--- src/rtl/longest_prefix_route_lookup_core_defines.svh ---
// Assertion macros shared by the route lookup RTL.
// Included by every file that carries concurrent assertions.
`ifndef LONGEST_PREFIX_ROUTE_LOOKUP_CORE_DEFINES_SVH
`define LONGEST_PREFIX_ROUTE_LOOKUP_CORE_DEFINES_SVH

// Same-cycle implication, disabled while reset is low.
`define LPRL_ASSERT_NOW(label, clk, rstn, ante, cons, msg) \
    label: assert property (@(posedge clk) disable iff (!(rstn)) (ante) |-> (cons)) \
        else $error(msg);

// Next-cycle implication, disabled while reset is low.
`define LPRL_ASSERT_NEXT(label, clk, rstn, ante, cons, msg) \
    label: assert property (@(posedge clk) disable iff (!(rstn)) (ante) |=> (cons)) \
        else $error(msg);

`endif

--- src/rtl/lprl_pkg.sv ---
// Shared types, status codes and the prefix mask function for the route lookup.
// No dependencies; imported by the cell and the top level.
package lprl_pkg;

    typedef enum logic [2:0] {
        STAT_FORWARDED   = 3'd0,
        STAT_TTL_EXPIRED = 3'd1,
        STAT_NO_ROUTE    = 3'd2,
        STAT_ADDED       = 3'd3,
        STAT_FULL        = 3'd4
    } lprl_status_t;

    typedef enum logic [1:0] {
        ST_IDLE,
        ST_SCAN,
        ST_RESULT
    } lprl_state_t;

    localparam int ADDR_W = 32;
    localparam int LEN_W  = 6;
    localparam int PORT_W = 4;
    localparam int TTL_W  = 8;
    localparam int HOP_W  = ADDR_W + 1;   // bit ADDR_W marks an explicit hop

    localparam logic [LEN_W-1:0] MAX_LEN = LEN_W'(ADDR_W);

    typedef struct packed {
        logic [ADDR_W-1:0] prefix;
        logic [LEN_W-1:0]  len;
        logic [HOP_W-1:0]  hop;
        logic [PORT_W-1:0] port;
    } lprl_route_t;

    // Search item handed from cell to cell, carrying the best match so far.
    typedef struct packed {
        logic              valid;
        logic [ADDR_W-1:0] dst;
        logic              found;
        logic [LEN_W-1:0]  best_len;
        logic [PORT_W-1:0] port;
        logic [HOP_W-1:0]  hop;
    } lprl_token_t;

    // High-order mask of len bits, len in 0..32.
    function automatic logic [ADDR_W-1:0] len_mask(input logic [LEN_W-1:0] len);
        logic [ADDR_W-1:0] ones;
        ones = '1;
        return ~(ones >> len);
    endfunction

endpackage

--- src/rtl/lprl_cell.sv ---
// One table slot of the lookup chain: holds a route and refines the passing search item.
// Depends on lprl_pkg.
module lprl_cell import lprl_pkg::*; #(
    parameter int IDX   = 0,
    parameter int CNT_W = 6
) (
    input  logic             aclk,
    input  logic             aresetn,
    input  logic             wr_en,
    input  lprl_route_t      wr_route,
    input  logic [CNT_W-1:0] count,
    input  lprl_token_t      tok_in,
    output lprl_token_t      tok_out
);

    lprl_route_t route_reg;
    lprl_token_t tok_reg;
    lprl_token_t tok_next;
    logic        in_use;
    logic        hit;

    assign in_use = CNT_W'(IDX) < count;

    always_comb begin
        tok_next = tok_in;
        // Later slot wins on equal length, so compare with >=.
        hit = in_use
            && (((tok_in.dst ^ route_reg.prefix) & len_mask(route_reg.len)) == '0)
            && (route_reg.len >= tok_in.best_len);
        if (hit) begin
            tok_next.found    = 1'b1;
            tok_next.best_len = route_reg.len;
            tok_next.port     = route_reg.port;
            tok_next.hop      = route_reg.hop;
        end
    end

    always_ff @(posedge aclk) begin
        if (wr_en) begin
            route_reg <= wr_route;
        end
    end

    always_ff @(posedge aclk) begin
        if (!aresetn) begin
            tok_reg.valid <= 1'b0;
        end else begin
            tok_reg <= tok_next;
        end
    end

    assign tok_out = tok_reg;

endmodule

--- config.mk ---
export PLATFORM = sky130hd
export DESIGN_NAME = lprl_cell
export DESIGN_NICKNAME = d
export VERILOG_FILES = /design/src/rtl/longest_prefix_route_lookup_core_defines.svh /design/src/rtl/lprl_pkg.sv /design/src/rtl/lprl_cell.sv
export SDC_FILE = /design/constraint.sdc
export NUM_CORES = 1
export LEC_CHECK = 0
export ABC_CLOCK_PERIOD_IN_PS = 3960
export BUFFER_PORTS_ARGS = -buffer_cell sky130_fd_sc_hd__buf_4
export CORE_ASPECT_RATIO = 1.4
export CORE_MARGIN = 8
export CORE_UTILIZATION = 49
export CTS_CLUSTER_DIAMETER = 50
export DETAILED_ROUTE_END_ITERATION = 10
export HOLD_SLACK_MARGIN = 0.06
export MAX_ROUTING_LAYER = met4
export PLACE_DENSITY = 0.8
export SYNTH_ARGS = -nofsm -noshare
export SYNTH_HDL_FRONTEND = slang
export SYNTH_SLANG_ARGS = --single-unit
--- constraint.sdc ---
create_clock -name aclk -period 3.96 [get_ports aclk]
set_input_delay 0.198 -clock aclk [delete_from_list [all_inputs] [get_ports aclk]]
set_output_delay 0.198 -clock aclk [all_outputs]
set_load 0.01 [all_outputs]
==> run summary, run 1 <==
Worst slew margin relative to its limit: 31.5%
Worst hold-check slack: 82.3 ps
CTS tree: built
Total length of routed wires: 18.6 mm
Proportion of power drawn by the clock network: 37.5%
Vias per cell: 5.23
Number of design-rule violations left by the first detailed-router iteration: 225
Pwr per Cell Area: 417 nW/um^2
Share of async-settable or async-resettable flops after synthesis: 0%
Total leakage power: 0.00407 uW
Global-route total usage across every layer: 22.9%
Comb power frac: 13.6%
Worst slew pin tran: 1030 ps
Final setup fails: 0
Post-detailed-route count of antenna-violating nets: 0
Crit-path max FO: 44
Hold_buf cts: 109
Peak supply drop: 0.308 mV
RD Place Congestion: 0.898
Number of core rows: 48
Initial standard-cell utilization of the core: 50.0%
Clock transition time at the flip-flop clock pins of the worst setup and hold paths: 60 ps
Switching fraction of total power: 23.4%
Time the worst path needs with I/O delays and setup: 3110 ps
Post-synthesis average cell area: 18.8 um^2
Cell types with the largest area share after synthesis: edfxtp_1 74%, mux2_4 9.5%, xor2_1 3.3%
Area overhead of the layout relative to synthesis: 57.7%
Setup repair after global routing missed its margin: no
Number of global-route vias before repair: 4,970
Average detailed-routed wire length per instance: 22.0 um
CTS H-tree depth: 4
Detailed-placement wirelength estimate: 11.2 mm
Result of the run: finished clean
Max FFs per register: 77
Cells after synthesis: 327
Post CTS Setup Buffer Count: 0
Number of enable flip-flop cells after synthesis: 151
Initial antenna violation count: 3
Total power draw: 4050 uW
Global-route wire length before repair: 27.9 mm
Share of the yosys chip area belonging to registers: 74.0%
Unique cell type count in the Yosys netlist: 46
Data arrival at the endpoint of the critical path: 3270 ps
Capturing element type of the critical path: register
Critical Path Start Type: register
Fill cell instance count of the final layout: 615
Height of the die: 149 um
Placeable Area: 12,300 um^2
Hold Path Class: in -> reg
# resized after CTS: 0
Setup Total Neg Slack: 0 ps
Top-area cell type share of the netlist area: 73.6%
CTS sink count: 152
CTS root buf: clkbuf_16
Class of the most critical setup path: reg -> reg
Worst-Skew Late Latency: 410 ps
Share of post-route cells with drive strength above 1: 45.3%
Yosys top cell by area: edfxtp_1
Port bufs: 237
Total count of max-transition violations in the final report: 0
Dominant synthesized flop cell: edfxtp_1
Maximum number of pins on one net before global-route repair: 78
Max Cap Violations: 0
Post-synthesis instance area: 6160 um^2
Pre-antenna DRT Iters: 5
Proportion of power drawn by flip-flops and latches: 48.9%
CTS Buffer Depth: 2
Final period util: 78.6%
Number of nets produced by synthesis: 494
Die footprint: 16,500 um^2
Internal power contribution: 3100 uW
Hold violation count in the final report: 0
Psw: 949 uW
Setup clock skew after layout: 12.0 ps
Number of clock buffers inserted by TritonCTS: 17
Remaining global-route overflow: 0
Top Ports: 238
Number of vias after detailed routing: 4,421
Number of design rule violations left after detail routing: 0
Critical Path RT: 4120 ps
Yosys warns: 0
Max Fclk: 321 MHz
X dimension of the die: 111 um
Yosys reg bits: 152
Post-layout net count: 847
## cells in the final DEF, fill, tap and decap left out, types with 6 or more instances in the layout
master / Yosys / routed
clkbuf_16: 0 / 17
dlygate4sd3_1: 0 / 109
xor2_1: 23 / 23
o21ai_0: 8 / 8
inv_1: 6 / 6
nor2_1: 9 / 9
mux2_4: 39 / 39
a21oi_1: 9 / 9
ha_1: 6 / 6
buf_4: 0 / 237
edfxtp_1: 151 / 151
xnor2_1: 9 / 9
## per-stage QoR
step	worst slack [ps]	std cells	cell area [um^2]	utilization, %
2_1_floorplan	1160	327	6160	-
3_3_place_gp	1000	702	8060	65.5
3_5_place_dp	924	702	8060	65.5
4_1_cts	903	843	9700	78.8
5_1_grt	742	846	9710	78.9
6_report	847	846	9710	78.9
## logic make-up after synthesis
kind of cell             count (synthesis)  synth area share (%)
buffers and inverters                   19                  1.77
flip-flops                             152                  74.0
AO/OA/AOI/OAI                           44                  5.16
adder cells (fa/ha/maj)                  6                  1.22
AND/OR/NAND/NOR                         31                  3.11
multiplexers                            43                  10.2
XOR/XNOR                                32                  4.55
## metal layers
layer	part of all wire [%]	GRT usage (%)	up-vias
li1	-	-	1995
met1	34	21.9	2126
met2	55	40.9	252
met3	7.7	7.58	48
met4	3.2	10.3	0
met5	0	-	-
## worst paths after layout
| kind | slack, ps | startpoint | endpoint | cells past startpoint |
|---|---|---|---|---|
| max reg2reg | 850 | route_reg[37]$_DFFE_PP_ | tok_out[0]$_DFFE_PP_ | 9 |
| min reg2reg | 550 | route_reg[17]$_DFFE_PP_ | tok_out[13]$_DFFE_PP_ | 1 |
| min | 80 | tok_in[14] | tok_out[14]$_DFFE_PP_ | 2 |
| max | 850 | route_reg[37]$_DFFE_PP_ | tok_out[0]$_DFFE_PP_ | 9 |
## critical path, stage by stage, from the launching register on
cell and delay [ps]:
edfxtp_1 590, inv_1 120, ha_1 290, nand2b_1 140, a2111o_1 410, a311oi_1 330
nor4b_2 120, o2111ai_4 130, buf_12 320, mux2_2 370
## power groups by stage
stage,sequential (uW),clock (uW),combinational (uW)
after global routing,1990,1610,582
after floorplan,2020,0,136
after CTS,1970,1530,537
after global placement,2000,0,435
after detailed placement,2010,0,444
final,1980,1520,551
## Yosys cell counts, types with 2 or more instances
cell type  number
edfxtp_1      151
mux2_4         39
xor2_1         23
a21oi_1         9
nor2_1          9
xnor2_1         9
clkbuf_1        8
o21ai_0         8
ha_1            6
inv_1           6
buf_6           5
mux2_2          4
nand2b_1        4
and2_1          3
o211ai_1        3
a211oi_1        2
a21o_1          2
a22o_1          2
a22oi_1         2
nor3_1          2
nor4_1          2
nor4b_2         2
o21a_1          2
o22ai_1         2
## cell type report
cell class	instances	area [um^2]	area share (%)
Clock buffer	17	425	4.38
Antenna cell	3	7.51	0.0773
Timing Repair Buffer	347	2890	29.8
Multi-Input combinational cell	156	1500	15.4
Sequential cell	152	4550	46.9
Tap cell	150	188	1.93
Inverter	6	22.5	0.232
Clock inverter	15	129	1.33
No activity file was read; power rests on OpenSTA's default activity.
==> run 2: changes to the inputs <==
Settings changed: ABC_AREA from default to 1, ABC_CLOCK_PERIOD_IN_PS 3960 to 3200.
Clock period 3.96 ns to 3.2 ns, I/O delays scaled along.
==> run summary, run 2 <==
# resized after CTS: 0 (unchanged)
Post-layout net count: 1,064 (+26%)
Worst slew margin relative to its limit: 29.9% (-1.6 points)
Remaining global-route overflow: 0 (unchanged)
Dominant synthesized flop cell: edfxtp_1
Number of design rule violations left after detail routing: 0 (unchanged)
Share of the yosys chip area belonging to registers: 72.4% (-1.6 points)
Pre-antenna DRT Iters: 7 (+2)
Commonest cells in the netlist: 164 x nand2_1, 151 x edfxtp_1, 44 x nand4_1
Time the worst path needs with I/O delays and setup: 2650 ps (-460 ps)
Critical Path RT: 3350 ps (-770 ps)
Peak supply drop: 0.389 mV (+27%)
Max FFs per register: 77 (unchanged)
Result of the run: finished clean
Share of post-route cells with drive strength above 1: 30.8% (-15 points)
Global-route total usage across every layer: 25.7% (+2.8 points)
Global-route wire length before repair: 31.7 mm (+14%)
Vias per cell: 5.16 (-1.2%)
Detailed-placement wirelength estimate: 12.0 mm (+7.1%)
Max Fclk: 377 MHz (+17%)
Port bufs: 237 (unchanged)
Commonest non-fill, non-tap cells in the layout: 240 x buf_4, 164 x nand2_1, 152 x dlygate4sd3_1, 151 x edfxtp_1, 44 x nand4_1
Fill cell instance count of the final layout: 638 (+3.7%)
Cell types with the largest area share after synthesis: edfxtp_1 72%, nand2_1 9.8%, nand4_1 4.4%
Class of the most critical setup path: reg -> reg
CTS tree: built
Yosys top cell by area: edfxtp_1
Worst slew pin tran: 1050 ps (+23.6 ps)
Share of async-settable or async-resettable flops after synthesis: 0% (unchanged)
Top-area cell type share of the netlist area: 72.1% (-1.6 points)
Number of vias after detailed routing: 5,525 (+25%)
Max Cap Violations: 0 (unchanged)
Post-detailed-route count of antenna-violating nets: 0 (unchanged)
Worst-Skew Late Latency: 410 ps (about the same)
Crit-path max FO: 44 (unchanged)
CTS sink count: 152 (unchanged)
Clock transition time at the flip-flop clock pins of the worst setup and hold paths: 60 ps (about the same)
Yosys warns: 0 (unchanged)
Leading cell type in the layout, fill and taps excluded: buf_4
Final period util: 82.9% (+4.3 points)
Most common cell in the synthesized netlist: nand2_1
Cells after synthesis: 503 (+54%)
Height of the die: 150 um (+0.96%)
Critical Path Start Type: register
Setup repair after global routing missed its margin: no
Finished Cell Area: 10,300 um^2 (+6.2%)
Hold violation count in the final report: 0 (unchanged)
Maximum number of pins on one net before global-route repair: 78 (unchanged)
Number of clock buffers inserted by TritonCTS: 17 (unchanged)
Post CTS Setup Buffer Count: 0 (unchanged)
Number of core rows: 49 (+2.1%)
Capturing element type of the critical path: register
Hold_buf cts: 152 (+39%)
Yosys reg bits: 152 (unchanged)
Top Ports: 238 (unchanged)
Total length of routed wires: 21.2 mm (+14%)
RD Place Congestion: 0.977 (+8.8%)
Hold Path Class: in -> reg
X dimension of the die: 112 um (+0.92%)
Die footprint: 16,800 um^2 (+1.9%)
Final setup fails: 0 (unchanged)
Total count of max-transition violations in the final report: 0 (unchanged)
Post-synthesis average cell area: 12.5 um^2 (-34%)
Initial antenna violation count: 6 (+3)
CTS root buf: clkbuf_16
Number of nets produced by synthesis: 670 (+36%)
Pwr per Cell Area: 503 nW/um^2 (+21%)
Area overhead of the layout relative to synthesis: 63.9%
Unique cell type count in the Yosys netlist: 27 (-41%)
Number of design-rule violations left by the first detailed-router iteration: 242 (+7.6%)
Area post-placement: 8200 um^2 (+1.7%)
Average detailed-routed wire length per instance: 19.8 um (-10%)
CTS Buffer Depth: 2 (unchanged)
Post-synthesis instance area: 6290 um^2 (+2.2%)
Setup Total Neg Slack: 0 ps (unchanged)
Placeable Area: 12,700 um^2 (+3.1%)
Number of global-route vias before repair: 6,068 (+22%)
CTS H-tree depth: 4 (unchanged)
Initial standard-cell utilization of the core: 49.6% (-0.45 points)
Data arrival at the endpoint of the critical path: 2800 ps (-470 ps)
Number of enable flip-flop cells after synthesis: 151 (unchanged)
Setup clock skew after layout: 10.3 ps (-1.67 ps)
Total leakage power: 0.00458 uW (+12%)
-- run 2: cell types whose count changed after synthesis, sizes merged, moves of 7 or more --
cell,delta
nand2,+166
mux2,-43
nand4,+43
inv,+30
nor2,+20
nand3,+11
buf,+7
-- run 2: per-stage QoR --
step / hold slack, ps / setup WS [ps] / cells / util, % / total power (uW)
final: 405 / 547 / 1070 / 81.3 / 5190
after global routing: 448 / 403 / 1070 / 81.3 / 5360
after CTS: 419 / 672 / 1063 / 81.1 / 5170
after detailed placement: 339 / 685 / 879 / 64.6 / 3080
after global placement: 339 / 801 / 879 / 64.6 / 3050
after floorplan: 253 / 1210 / 503 / - / 2680
-- run 2: power by group --
| part | internal [uW] | total, uW | switching (uW) |
|---|---|---|---|
| sequential | 2370 | 2440 | 70.2 |
| combinational | 414 | 784 | 369 |
| clock | 1160 | 1970 | 811 |
| total | 3940 | 5190 | 1250 |
-- run 2: cell families (layout without fill, tap and decap cells) --
kind of cell,Yosys count,after routing,synth area share [%]
xor+xnor,23,23,3.20
fa+ha+maj,6,6,1.19
simple gates,253,253,18.0
flops,152,152,72.4
buf+inv,53,460,3.74
other cells,0,7,0
compound gates,16,16,1.47
-- run 2: per-layer routing --
layer / wire [um] / vias up / GRT usage [%] / share of wire, %
li1: - / 2555 / - / -
met2: 11800 / 299 / 48.6 / 56
met5: 0 / - / - / 0
met1: 7260 / 2602 / 24.0 / 34
met4: 772 / 0 / 11.1 / 3.6
met3: 1320 / 69 / 6.42 / 6.2
-- run 2: final timing paths --
kind / slack, ps / startpoint / cells after the start / to
hold / removal: 410 / wr_en / 1 / route_reg[55]$_DFFE_PP_
hold reg to reg: 570 / route_reg[18]$_DFFE_PP_ / 2 / tok_out[14]$_DFFE_PP_
setup reg to reg: 550 / route_reg[40]$_DFFE_PP_ / 14 / tok_out[34]$_DFFE_PP_
setup / recovery: 550 / route_reg[40]$_DFFE_PP_ / 14 / tok_out[34]$_DFFE_PP_
-- run 2: area by class of cell --
class	instances	area, um^2	share of cell area [%]
Clock inverter	13	145	1.41
Clock buffer	19	433	4.20
Timing Repair Buffer	392	3320	32.2
Antenna cell	7	17.5	0.170
Inverter	36	135	1.31
Sequential cell	152	4550	44.2
Multi-Input combinational cell	298	1510	14.7
Tap cell	153	191	1.86
-- run 2: worst max-delay path, cell delays in order (launching register included) --
cell	delay, ps
edfxtp_1	550
inv_1	210
nand2_2	80
nor2_2	150
nand2_1	120
nand2_1	70
nand2_1	50
inv_1	60
nand2_1	50
nor2_1	110
nand2_2	100
nor2_8	100
nand3_4	380
nand2_1	230
nand2_1	90
